**src/rtl/legv8_pkg.sv**
```systemverilog
// ----------------------------------------------------------------------------
// legv8 execute unit package
// opcodes, widths and shared types
// ----------------------------------------------------------------------------
package legv8_pkg;

  localparam int MEM_BYTES = 65536;
  localparam int MEM_AW = $clog2(MEM_BYTES);
  localparam logic [4:0] LINK_REG = 5'd30;
  localparam logic [4:0] ZERO_REG = 5'd31;
  localparam logic [4:0] STACK_REG = 5'd28;
  localparam int QUEUE_DEPTH = 2;

  typedef enum logic [5:0] {
    OP_ADD = 6'd0, OP_MUL = 6'd1, OP_ADDS = 6'd2, OP_ADDI = 6'd3, OP_ADDIS = 6'd4,
    OP_SUB = 6'd5, OP_SUBS = 6'd6, OP_SUBI = 6'd7, OP_SUBIS = 6'd8,
    OP_LDUR = 6'd9, OP_LDURH = 6'd10, OP_LDURB = 6'd11,
    OP_STUR = 6'd12, OP_STURH = 6'd13, OP_STURB = 6'd14,
    OP_AND = 6'd15, OP_ANDS = 6'd16, OP_ANDI = 6'd17, OP_ANDIS = 6'd18,
    OP_CBZ = 6'd19, OP_CBNZ = 6'd20, OP_B = 6'd21, OP_BL = 6'd22, OP_BR = 6'd23,
    OP_BEQ = 6'd24, OP_BNE = 6'd25, OP_BHS = 6'd26, OP_BLO = 6'd27, OP_BMI = 6'd28,
    OP_BPL = 6'd29, OP_BVS = 6'd30, OP_BHI = 6'd31, OP_BLS = 6'd32, OP_BGE = 6'd33,
    OP_BLT = 6'd34, OP_BGT = 6'd35, OP_BLE = 6'd36,
    OP_LSL = 6'd37, OP_LSR = 6'd38, OP_EOR = 6'd39, OP_EORI = 6'd40,
    OP_ORR = 6'd41, OP_ORRI = 6'd42, OP_LDURW = 6'd43, OP_STURW = 6'd44
  } op_t;

  typedef enum logic [3:0] {
    K_ALU, K_MUL, K_SHIFT, K_LOAD, K_STORE, K_CB, K_B, K_BL, K_BR, K_BCOND, K_NOP
  } kind_t;

  typedef enum logic [2:0] {
    ALU_ADD, ALU_SUB, ALU_AND, ALU_ORR, ALU_EOR
  } alu_t;

  typedef enum logic [2:0] {
    ST_CLEAR, ST_EXEC, ST_MEM, ST_MUL, ST_DONE
  } state_t;

  typedef struct packed {
    kind_t      kind;
    alu_t       alu;
    logic       use_imm;
    logic       set_flags;
    logic       shift_right;
    logic       cbnz;
    logic [3:0] nbytes;
    logic [5:0] op;
    logic [4:0] rt;
    logic [4:0] rn;
    logic [4:0] rm;
    logic [63:0] imm;
    logic [15:0] target;
  } uop_t;

  typedef struct packed {
    logic [15:0] next_pc;
    logic        reg_written;
    logic [4:0]  written_reg;
    logic [63:0] written_value;
    logic [3:0]  flags_nzcv;
    logic        finished;
  } res_t;

endpackage

```
**src/rtl/legv8_if.sv**
```systemverilog
// ----------------------------------------------------------------------------
// legv8 channels
// request, result and configuration handshake interfaces
// ----------------------------------------------------------------------------
interface legv8_req_if;
  logic        valid;
  logic        ready;
  logic [5:0]  req_type;
  logic [4:0]  target_reg;
  logic [4:0]  base_reg;
  logic [4:0]  other_reg;
  logic signed [31:0] immediate;
  logic [15:0] branch_target;
  modport source (output valid, req_type, target_reg, base_reg, other_reg, immediate,
                  branch_target, input ready);
  modport sink (input valid, req_type, target_reg, base_reg, other_reg, immediate,
                branch_target, output ready);
endinterface


```
**src/rtl/legv8_front.sv**
```systemverilog
// ----------------------------------------------------------------------------
// legv8 front end
// accepts requests, classifies them and queues the decoded operations
// ----------------------------------------------------------------------------
module legv8_front (
  input  logic clk,
  input  logic rst,
  legv8_req_if.sink req,
  output logic uop_valid,
  input  logic uop_ready,
  output legv8_pkg::uop_t uop
);

  legv8_pkg::uop_t dec;
  legv8_pkg::uop_t q [legv8_pkg::QUEUE_DEPTH];
  logic wr_ptr;
  logic rd_ptr;
  logic [1:0] count;
  logic push;
  logic pop;

  always_comb begin
    dec = '0;
    dec.op = req.req_type;
    dec.rt = req.target_reg;
    dec.rn = req.base_reg;
    dec.rm = req.other_reg;
    dec.imm = {{32{req.immediate[31]}}, req.immediate};
    dec.target = req.branch_target;
    dec.kind = legv8_pkg::K_NOP;
    dec.alu = legv8_pkg::ALU_ADD;
    dec.nbytes = 4'd0;
    case (req.req_type) inside
      legv8_pkg::OP_ADD, legv8_pkg::OP_ADDS, legv8_pkg::OP_ADDI, legv8_pkg::OP_ADDIS: begin
        dec.kind = legv8_pkg::K_ALU;
        dec.alu = legv8_pkg::ALU_ADD;
      end
      legv8_pkg::OP_SUB, legv8_pkg::OP_SUBS, legv8_pkg::OP_SUBI, legv8_pkg::OP_SUBIS: begin
        dec.kind = legv8_pkg::K_ALU;
        dec.alu = legv8_pkg::ALU_SUB;
      end
      legv8_pkg::OP_AND, legv8_pkg::OP_ANDS, legv8_pkg::OP_ANDI, legv8_pkg::OP_ANDIS: begin
        dec.kind = legv8_pkg::K_ALU;
        dec.alu = legv8_pkg::ALU_AND;
      end
      legv8_pkg::OP_EOR, legv8_pkg::OP_EORI: begin
        dec.kind = legv8_pkg::K_ALU;
        dec.alu = legv8_pkg::ALU_EOR;
      end
      legv8_pkg::OP_ORR, legv8_pkg::OP_ORRI: begin
        dec.kind = legv8_pkg::K_ALU;
        dec.alu = legv8_pkg::ALU_ORR;
      end
      legv8_pkg::OP_MUL: dec.kind = legv8_pkg::K_MUL;
      legv8_pkg::OP_LSL, legv8_pkg::OP_LSR: dec.kind = legv8_pkg::K_SHIFT;
      legv8_pkg::OP_LDUR, legv8_pkg::OP_LDURH, legv8_pkg::OP_LDURB, legv8_pkg::OP_LDURW:
        dec.kind = legv8_pkg::K_LOAD;
      legv8_pkg::OP_STUR, legv8_pkg::OP_STURH, legv8_pkg::OP_STURB, legv8_pkg::OP_STURW:
        dec.kind = legv8_pkg::K_STORE;
      legv8_pkg::OP_CBZ, legv8_pkg::OP_CBNZ: dec.kind = legv8_pkg::K_CB;
      legv8_pkg::OP_B: dec.kind = legv8_pkg::K_B;
      legv8_pkg::OP_BL: dec.kind = legv8_pkg::K_BL;
      legv8_pkg::OP_BR: dec.kind = legv8_pkg::K_BR;
      [legv8_pkg::OP_BEQ:legv8_pkg::OP_BLE]: dec.kind = legv8_pkg::K_BCOND;
      default: dec.kind = legv8_pkg::K_NOP;
    endcase
    case (req.req_type) inside
      legv8_pkg::OP_ADDI, legv8_pkg::OP_ADDIS, legv8_pkg::OP_SUBI, legv8_pkg::OP_SUBIS,
      legv8_pkg::OP_ANDI, legv8_pkg::OP_ANDIS, legv8_pkg::OP_EORI, legv8_pkg::OP_ORRI:
        dec.use_imm = 1'b1;
      default: dec.use_imm = 1'b0;
    endcase
    case (req.req_type) inside
      legv8_pkg::OP_ADDS, legv8_pkg::OP_ADDIS, legv8_pkg::OP_SUBS, legv8_pkg::OP_SUBIS,
      legv8_pkg::OP_ANDS, legv8_pkg::OP_ANDIS:
        dec.set_flags = 1'b1;
      default: dec.set_flags = 1'b0;
    endcase
    case (req.req_type) inside
      legv8_pkg::OP_LDUR, legv8_pkg::OP_STUR: dec.nbytes = 4'd8;
      legv8_pkg::OP_LDURW, legv8_pkg::OP_STURW: dec.nbytes = 4'd4;
      legv8_pkg::OP_LDURH, legv8_pkg::OP_STURH: dec.nbytes = 4'd2;
      legv8_pkg::OP_LDURB, legv8_pkg::OP_STURB: dec.nbytes = 4'd1;
      default: dec.nbytes = 4'd0;
    endcase
    dec.shift_right = (req.req_type == legv8_pkg::OP_LSR);
    dec.cbnz = (req.req_type == legv8_pkg::OP_CBNZ);
  end

  assign req.ready = (count != 2'(legv8_pkg::QUEUE_DEPTH));
  assign push = req.valid && req.ready;
  assign uop_valid = (count != 2'd0);
  assign pop = uop_valid && uop_ready;
  assign uop = q[rd_ptr];

  always_ff @(posedge clk) begin
    if (push) begin
      q[wr_ptr] <= dec;
    end
  end

  always_ff @(posedge clk) begin
    if (rst) begin
      wr_ptr <= 1'b0;
      rd_ptr <= 1'b0;
      count <= 2'd0;
    end else begin
      if (push) wr_ptr <= ~wr_ptr;
      if (pop) rd_ptr <= ~rd_ptr;
      count <= count + 2'(push) - 2'(pop);
    end
  end

endmodule

```
**src/flat_wrapper.sv**
```systemverilog
// flat-port wrapper written by rule: the top's interface ports become plain ports
module legv8_front_flat 
  (clk, rst, uop_valid, uop_ready, uop, req_valid, req_req_type, req_target_reg, req_base_reg, req_other_reg, req_immediate, req_branch_target, req_ready);
  legv8_req_if req_i ();
  input  logic clk;
  input  logic rst;
  output logic uop_valid;
  input  logic uop_ready;
  output legv8_pkg::uop_t uop;
  input wire logic [$bits(req_i.valid)-1:0] req_valid;
  input wire logic [$bits(req_i.req_type)-1:0] req_req_type;
  input wire logic [$bits(req_i.target_reg)-1:0] req_target_reg;
  input wire logic [$bits(req_i.base_reg)-1:0] req_base_reg;
  input wire logic [$bits(req_i.other_reg)-1:0] req_other_reg;
  input wire logic [$bits(req_i.immediate)-1:0] req_immediate;
  input wire logic [$bits(req_i.branch_target)-1:0] req_branch_target;
  output wire logic [$bits(req_i.ready)-1:0] req_ready;
  assign req_i.valid = req_valid;
  assign req_i.req_type = req_req_type;
  assign req_i.target_reg = req_target_reg;
  assign req_i.base_reg = req_base_reg;
  assign req_i.other_reg = req_other_reg;
  assign req_i.immediate = req_immediate;
  assign req_i.branch_target = req_branch_target;
  assign req_ready = req_i.ready;
  legv8_front u_core (.clk(clk), .rst(rst), .req(req_i), .uop_valid(uop_valid), .uop_ready(uop_ready), .uop(uop));
endmodule
```
**config.mk**
```make
export PLATFORM = sky130hd
export DESIGN_NAME = legv8_front_flat
export DESIGN_NICKNAME = d
export VERILOG_FILES = /design/src/rtl/legv8_pkg.sv /design/src/rtl/legv8_if.sv /design/src/rtl/legv8_front.sv /design/src/flat_wrapper.sv
export SDC_FILE = /design/constraint.sdc
export NUM_CORES = 1
export LEC_CHECK = 0
export ABC_CLOCK_PERIOD_IN_PS = 5700
export BUFFER_PORTS_ARGS = -buffer_cell sky130_fd_sc_hd__buf_2
export CORE_MARGIN = 2
export CORE_UTILIZATION = 57
export CTS_BUF_LIST = sky130_fd_sc_hd__clkbuf_2
export DETAILED_ROUTE_END_ITERATION = 8
export PLACE_DENSITY_LB_ADDON = 0.12
export SLEW_MARGIN = 20
export SYNTH_ARGS = -nofsm -noshare
export SYNTH_HDL_FRONTEND = slang
export SYNTH_SLANG_ARGS = --single-unit
```
**constraint.sdc**
```tcl
create_clock -name clk -period 5.7 [get_ports clk]
set_input_delay 1.14 -clock clk [delete_from_list [all_inputs] [get_ports clk]]
set_output_delay 1.14 -clock clk [all_outputs]
set_load 0.005 [all_outputs]
```
# Word-level counts from Yosys, hierarchy flattened
# Memories as Yosys holds them, arrays and structs flattened. A register that Yosys moved wholly into a read port is not among the register bits.
# Index checks and enable logic that the tools add are counted.
word_totals:
  register_bits: 4
  latch_bits: 0
  mem_bits_rw: 232
  romBits: 0
  input_bits: 73
  mem_count: 1
classes:
  n_addsub: 2
  n_mul: 0
  div: 0
  n_lt_le_gt_ge: 2
  eq_ne: 32
  shift: 0
  muxes: 29
  bitwise: 2
  n_reduce_logical: 20
memory_table:
  columns: ["memory", "depth", "word_bits", "rd", "rd_clocked_by_memory_dff", "wr", "line", "source"]
  rows:
  - ["u_core.q", 2, 116, 1, 1, 1, "legv8_front.sv:15", "legv8_pkg::uop_t q [legv8_pkg::QUEUE_DEPTH];"]
ops:
  columns: ["cell", "count"]
  rows:
  - ["$mux W4", 16]
  - ["$eq A6 B4 Y1 const B", 8]
  - ["$eq A6 B5 Y1 const B", 8]
  - ["$eq A6 B6 Y1 const B", 8]
  - ["$eq A6 B3 Y1 const B", 4]
  - ["$reduce_or A4 Y1", 5]
  - ["$reduce_or A2 Y1", 8]
  - ["$eq A6 B2 Y1 const B", 2]
  - ["$mux W3", 4]
  - ["$reduce_or A8 Y1", 1]
  - ["$mux W1", 7]
  - ["$eq A6 B1 Y1 const B", 1]
  - ["$ge A6 B5 Y1 const B", 1]
  - ["$le A6 B6 Y1 const B", 1]
  - ["$logic_not A6 Y1", 1]
  - ["$reduce_or A6 Y1", 1]
  - ["$mux W2", 2]
  - ["$logic_and A1 B1 Y1", 3]
  - ["$add A2 B1 Y2", 1]
  - ["$ne A2 B2 Y1 const B", 1]
  - ["$not A1 Y1", 2]
  - ["$reduce_bool A2 Y1", 1]
  - ["$sub A2 B1 Y2", 1]

# Logic depth before layout (Yosys ltp)
# Gate-level depths: netlist of the first run.
logic_depth:
  word_depth: 16
  ltp_mapped: 7
  mapped_depth_nobuf: 7

# Worst setup path after synthesis of the first run
# Ideal clock, no wire load.
synth_path:
  path_type: "in2reg"
  start: "in req_valid"
  end: "mem u_core.q[1][0] in the netlist's numbering, enable pin"
  setup_ps: 452
  arrival_ps: 3145
  t_required_ps: 5248
  path_slack_ps: 2103
  cell_stages: 1
  path_buffers: 0
  cell_sequence: "and3_1"
synth_via:
  elab_chain_len: 3
synth_lines:
  columns: ["element", "line", "source"]
  rows:
  - ["start: declaration", "flat_wrapper.sv:10", "input wire logic [$bits(req_i.valid)-1:0] req_valid;"]
  - ["$logic_and A1 B1 Y1", "legv8_front.sv:91", "assign push = req.valid && req.ready;"]
  - ["$mux W1", "legv8_front.sv:97", "if (push) begin"]
  - ["$mux W1 (implied by the code)", "legv8_front.sv:98", "q[wr_ptr] <= dec;"]
  - ["end: declaration", "legv8_front.sv:15", null]
# Every way passes these cells.

==> impl_metrics.py, run 1 <==
metrics = {
    "status": {
        "run_status": "completed",
    },
    "logic_synthesis": {
        "syn_nets": 485,
        "netlist.area_leader.share_pct": 70.53,
        "syn_area_um2": 7153,
        "netlist_instances": 410,
        "seq_area_frac_synth_pct": 71.93,
        "yosys_warnings": 0,
        "synth_top_area_cell": "edfxtp_1",
        "async_flop_share_pct": 0,
        "synth_edf_count": 168,
        "avgSynthCellArea_um2": 17.45,
        "synth-seq-cells": 173,
        "synth_ff_type": "edfxtp_1",
        "ys_top_cells_by_area": "edfxtp_1 71%, mux2_2 13%, buf_4 3.6%",
        "ys_types": 55,
    },
    "place": {
        "placed_cell_area_um2": 7983,
        "dpl.cell_count": 718,
        "place.gp.congestion": 0.7824,
        "dp_slack_ns": 2.518,
        "portBuffers": 190,
        "dp.final_hpwl_mm": 8.620,
    },
    "pwr": {
        "leakage_nw": 3.097,
        "power_mw": 3.151,
        "p_per_area_nw_per_um2": 382.7,
        "irDropWorstVdd_mv": 0.2587,
    },
    "setup_path": {
        "path_class": "flop to primary output",
        "critPathBufInv": 2,
        "start_kind": "flop",
        "crit_path_end_kind": "primary output",
        "cp_slowest_cell": "dfxtp_4",
        "critPathMaxFanout": 58,
        "cp.required_ns": 4.56,
        "worstPathCellList": "buf_4 -> mux2_2 -> buf_2",
        "cp_num_cells": 3,
        "crit_family": "flip-flops",
        "worstRegToRegCells": 4,
        "slowest_delay_ns": 0.91,
        "crit_arrival_ns": 2.64,
    },
    "global_route": {
        "gr-usage-met2_pct": 31.66,
        "top_usage_layer": "met2",
        "grt_pass1_wl_mm": 18.80,
        "antenna_found_initial": 3,
        "first_global_vias": 3707,
        "grt_use_met3_pct": 6.328,
        "grt_usage_pct": 19.19,
        "overflow": 0,
        "grtUsageMet1_pct": 22.97,
        "grt_max_degree": 60,
    },
    "sta": {
        "period_share_pct": 66.27,
        "tns_ns": 0,
        "worstMarginPinSlew_ns": 0.8028,
        "relSlewSlack_pct": 46.48,
        "final_hold_viol_count": 0,
        "fin_crit_ns": 3.777,
        "rsz0062_at_grt": "no",
        "fmax_ghz": 0.2647,
        "slew_viol_final": 0,
        "finClkSkew_ns": 0.01829,
        "setup_slack_ns": 1.923,
        "finalSetupViolCount": 0,
    },
    "clocking": {
        "clk_pin_slew_ns": 0.21,
        "clock_latency_ns": 0.72,
        "cts_hold_buffers": 0,
        "clock_path_buffers": 2,
        "root_buffer": "clkbuf_2",
        "clock-sinks": 173,
        "cts_tree": "yes",
        "numCtsBuffers": 17,
        "h-tree-depth": 4,
        "cts-resized-gates": 0,
        "postCtsSetupBuffers": 0,
    },
    "layout": {
        "final_cells": 752,
        "layout_commonest_cell": "buf_2",
        "ff_latch_area_um2": 5149,
        "nFillCells": 898,
        "multi_input_area_um2": 1627,
        "drive_gt1_share_pct": 53.95,
        "layout_common_cells": "190 x buf_2, 168 x edfxtp_1, 84 x mux2_2, 21 x clkbuf_2, 8 x nand2b_1",
        "syn_to_final_growth_pct": 15.13,
        "fin_area_um2": 8235,
        "nNetsFinal": 644,
    },
    "drt": {
        "via_per_inst": 5.235,
        "routed_wl_mm": 13.05,
        "num_vias": 3937,
        "post_drt_wl_per_cell_um": 17.35,
        "drt_iter0_drc": 304,
        "drc_errors": 0,
        "dr.pass1.iters": 4,
        "ant_nets": 0,
    },
    "die": {
        "row_count": 40,
        "core_um2": 12110,
        "start_util_pct": 59.06,
        "die_w_um": 116.0,
        "die_area_um2": 13460,
        "die_y_um": 116.0,
        "io-pin-count": 191,
    },
    "worst_hold_path": {
        "min_delay_path_depth": 2,
        "hold_path.class": "flop to flop",
    },
    "job": {
        "maxCapViolCount": 0,
    },
}
tightest hold or removal path: stages (launching register included):
cell	delay, ns
dfxtp_1	0.38
nor2_1	0.10
nor3_1	0.05
flip-flops by register name (all words and copies together), names as in the netlist, named ones only:
name and count:
u_core.count 2, u_core.rd_ptr 1, u_core.q 168, u_core.wr_ptr 1
where the power goes:
group	switching, mW	internal [mW]	total [mW]
Sequential	0.102	1.60	1.70
Clock	0.388	0.250	0.638
Combinational	0.373	0.442	0.814
Total	0.862	2.29	3.15
synth_stat cells, types with 2 or more instances:
| cell type | count |
|---|---|
| inv_1 | 6 |
| nor4b_1 | 4 |
| a21o_1 | 2 |
| nor3_1 | 5 |
| and3_1 | 2 |
| nand3b_1 | 2 |
| clkbuf_1 | 2 |
| a21oi_1 | 4 |
| or3b_1 | 2 |
| nand2_1 | 2 |
| and3b_1 | 2 |
| buf_4 | 34 |
| o21a_1 | 2 |
| xnor2_1 | 3 |
| dfxtp_1 | 5 |
| xor2_1 | 3 |
| and2_1 | 3 |
| mux2_2 | 84 |
| nand4bb_1 | 2 |
| nand2b_1 | 8 |
| nor2b_1 | 4 |
| ha_1 | 2 |
| nor4_1 | 3 |
| buf_2 | 15 |
| edfxtp_1 | 168 |
| nor2_1 | 7 |
| o21ai_0 | 4 |
| nor3b_1 | 3 |
metal layers:
metal  share of wire [%]  up-vias
met2                  49      161
met1                  40     1888
met4                 2.6        2
met3                 7.6       25
li1                    -     1861
met5               0.061        -
logic make-up (layout without fill, tap and decap cells):
group,after synthesis,after routing,synth area share (%)
fa+ha+maj,2,2,0.3498
flops,173,173,71.93
other cells,0,2,0
mux,85,85,13.36
simple gates,57,57,5.370
buf+inv,59,231,5.405
xor+xnor,6,6,0.7348
compound gates,28,28,2.851
stage by stage:
step           hold slack (ns)  utilization, %
4_1_cts                 0.5071           67.94
2_1_floorplan           0.4810               -
3_3_place_gp            0.4971           65.91
6_report                0.5439           68.00
3_5_place_dp            0.5085           65.91
5_1_grt                 0.4984           67.98
worst paths after layout:
path / startpoint / to / slack, ns
worst max-delay path: flop / uop[18] / 1.92
worst min-delay path: u_core.count[1] / u_core.count[1] / 0.54
worst max register to register: u_core.count[0] / u_core.q[0][82] / 3.56
worst min register to register: u_core.count[1] / u_core.count[1] / 0.54
cell type report:
cell class	count	share of cell area, %
sequential	173	62.52
multi-input combinational	178	19.75
timing repair buffer	193	11.82
tap	168	2.552
clock inverter	11	1.717
clock buffer	21	1.276
inverter	6	0.3039
antenna	2	0.06077
No activity file was read; power rests on OpenSTA's default activity.
==> run 2: changes to the inputs <==
Settings changed: ABC_CLOCK_PERIOD_IN_PS 5700 to 3100, CORE_UTILIZATION 57 to 49.
Clock period 5.7 ns to 3.1 ns, I/O delays scaled along.
==> run 2 against run 1 <==
Compared with the run above:
- sequential power grew 79%
- routed wire length grew 3.9%
- die area grew 16%
- sequential share of layout area shrank 4.9 points
- sequential cell count is the same
- via count grew 6.0%
- combinational power grew 110%
- clock skew grew 0.019 ns
- critical path depth is the same
- clock power grew 63%
- final cell count grew 11%
==> impl_metrics.py, run 2 (synthesized netlist as in run 1, its figures left out) <==
metrics = {
    "clocking": {
        "clock_path_buffers": 2,
        "clock-sinks": 173,
        "clk_pin_slew_ns": 0.22,
        "cts_tree": "yes",
        "root_buffer": "clkbuf_2",
        "numCtsBuffers": 17,
        "h-tree-depth": 4,
        "clock_latency_ns": 0.74,
    },
    "sta": {
        "finClkSkew_ns": 0.03739,
        "rsz0062_at_grt": "no",
        "finalSetupViolCount": 0,
        "fin_crit_ns": 2.804,
        "worstMarginPinSlew_ns": 0.5007,
        "relSlewSlack_pct": 66.62,
        "tns_ns": 0,
        "hold_slack_ns": 0.2158,
        "fmax_ghz": 0.3566,
        "final_hold_viol_count": 0,
        "slew_viol_final": 0,
        "period_share_pct": 90.46,
    },
    "place": {
        "place.gp.congestion": 0.7104,
        "placed_cell_area_um2": 8055,
        "dp.final_hpwl_mm": 8.201,
        "portBuffers": 190,
    },
    "pwr": {
        "leakage_nw": 3.368,
        "p_clk_share_pct": 18.0,
        "pwr-share-comb_pct": 29.4,
        "p_sw_mw": 1.663,
        "pwr-share-seq_pct": 52.5,
        "p_per_area_nw_per_um2": 648.5,
        "p_sw_share_pct": 28.71,
        "p_int_mw": 4.130,
        "irDropWorstVdd_mv": 0.3763,
    },
    "setup_path": {
        "rrSetupSlack_ns": 1.46,
        "cp.required_ns": 2.48,
        "critPathMaxFanout": 53,
        "worstRegToRegCells": 4,
        "crit_arrival_ns": 2.18,
        "path_class": "flop to primary output",
        "start_kind": "flop",
        "crit_path_end_kind": "primary output",
    },
    "layout": {
        "nNetsFinal": 711,
        "top_regs": "u_core.q x168, u_core.count x2",
        "layout_commonest_cell": "buf_2",
        "fin_area_um2": 8934,
        "multi_input_area_um2": 1627,
        "ff_latch_area_um2": 5149,
        "drive_gt1_share_pct": 49.00,
        "syn_to_final_growth_pct": 24.89,
        "fin_util_pct": 61.94,
        "top_register": "u_core.q",
        "largest_reg_flops": 168,
        "nFillCells": 1098,
        "layout_common_cells": "190 x buf_2, 168 x edfxtp_1, 84 x mux2_2, 64 x dlygate4sd3_1, 17 x clkbuf_2",
    },
    "global_route": {
        "first_global_vias": 4128,
        "overflow": 0,
        "grt_usage_pct": 17.36,
        "antenna_found_initial": 1,
        "grt_max_degree": 54,
        "grt_pass1_wl_mm": 20.94,
    },
    "drt": {
        "post_drt_wl_per_cell_um": 16.26,
        "drc_errors": 0,
        "drt_iter0_drc": 313,
        "num_vias": 4173,
        "routed_wl_mm": 13.56,
        "ant_nets": 0,
        "dr.pass1.iters": 4,
        "via_per_inst": 5.004,
    },
    "die": {
        "io-pin-count": 191,
        "die_area_um2": 15580,
        "row_count": 44,
        "die_y_um": 124.8,
        "start_util_pct": 49.59,
        "die_w_um": 124.8,
        "core_um2": 14420,
    },
    "worst_hold_path": {
        "hold_path.class": "primary input to flop",
        "min_delay_path_depth": 3,
    },
    "status": {
        "run_status": "completed",
    },
    "job": {
        "maxCapViolCount": 0,
    },
}
run 2: changes by cell type in the layout (fill, tap and decap cells not counted), moves of 2 or more:
cell           previous run  this run
clkinv_4                  0         3
buf_12                    0         3
bufinv_16                 3         1
clkinvlp_4                3         5
clkbuf_2                 21        17
clkinv_2                  0         4
dlygate4sd3_1             0        64
run 2: area by class of cell:
cell class / count / share of cell area, %
multi-input cells: 178 / 18.21
clock buffers: 17 / 0.9524
diodes: 1 / 0.02801
clock inverters: 15 / 1.401
well taps: 184 / 2.577
flip-flops and latches: 173 / 57.63
inverters: 6 / 0.2661
repair buffers: 260 / 18.94
run 2: per-stage QoR:
stage | total power, mW | worst slack, ns | std cells
6_report | 5.793 | 0.2958 | 834
5_1_grt | 6.124 | 0.1062 | 834
4_1_cts | 5.847 | 0.01966 | 832
3_5_place_dp | 4.733 | 0.9287 | 736
3_3_place_gp | 4.708 | 0.9390 | 736
2_1_floorplan | 4.188 | 0.02263 | 410
run 2: worst max-delay path: stages, from the launching register on:
cell     delay (ns)
dfxtp_4        0.58
buf_12         0.32
mux2_2         0.39
buf_2          0.13
run 2: timing repair:
| action | CTS | global route |
|---|---|---|
| hold buffers | 64 | 0 |
| gates resized for setup | 0 | 0 |
| setup buffers | 0 | 1 |
| hold endpoints to repair | 127 | 0 |
| setup endpoints to repair | 0 | 51 |
run 2: worst paths after layout:
path,startpoint,to
min reg2reg,u_core.rd_ptr,flop
max reg2reg,u_core.count[0],u_core.q[0][43]
min,req_valid,u_core.wr_ptr
max,flop,uop[8]
run 2: power groups by stage:
| stage | Combinational [mW] | Sequential [mW] | Clock (mW) |
|---|---|---|---|
| 2_1_floorplan | 1.13 | 3.06 | 0 |
| 3_3_place_gp | 1.60 | 3.11 | 0 |
| 3_5_place_dp | 1.61 | 3.13 | 0 |
| 4_1_cts | 1.68 | 3.07 | 1.10 |
| 5_1_grt | 1.86 | 3.08 | 1.19 |
| 6_report | 1.70 | 3.04 | 1.04 |
run 2: metal layers:
layer	track usage [%]	wire, um	share of wire (%)
met4	6.471	227	1.7
met2	29.19	6647	49
met5	0	0	0
met1	21.54	6027	44
met3	4.854	656	4.8
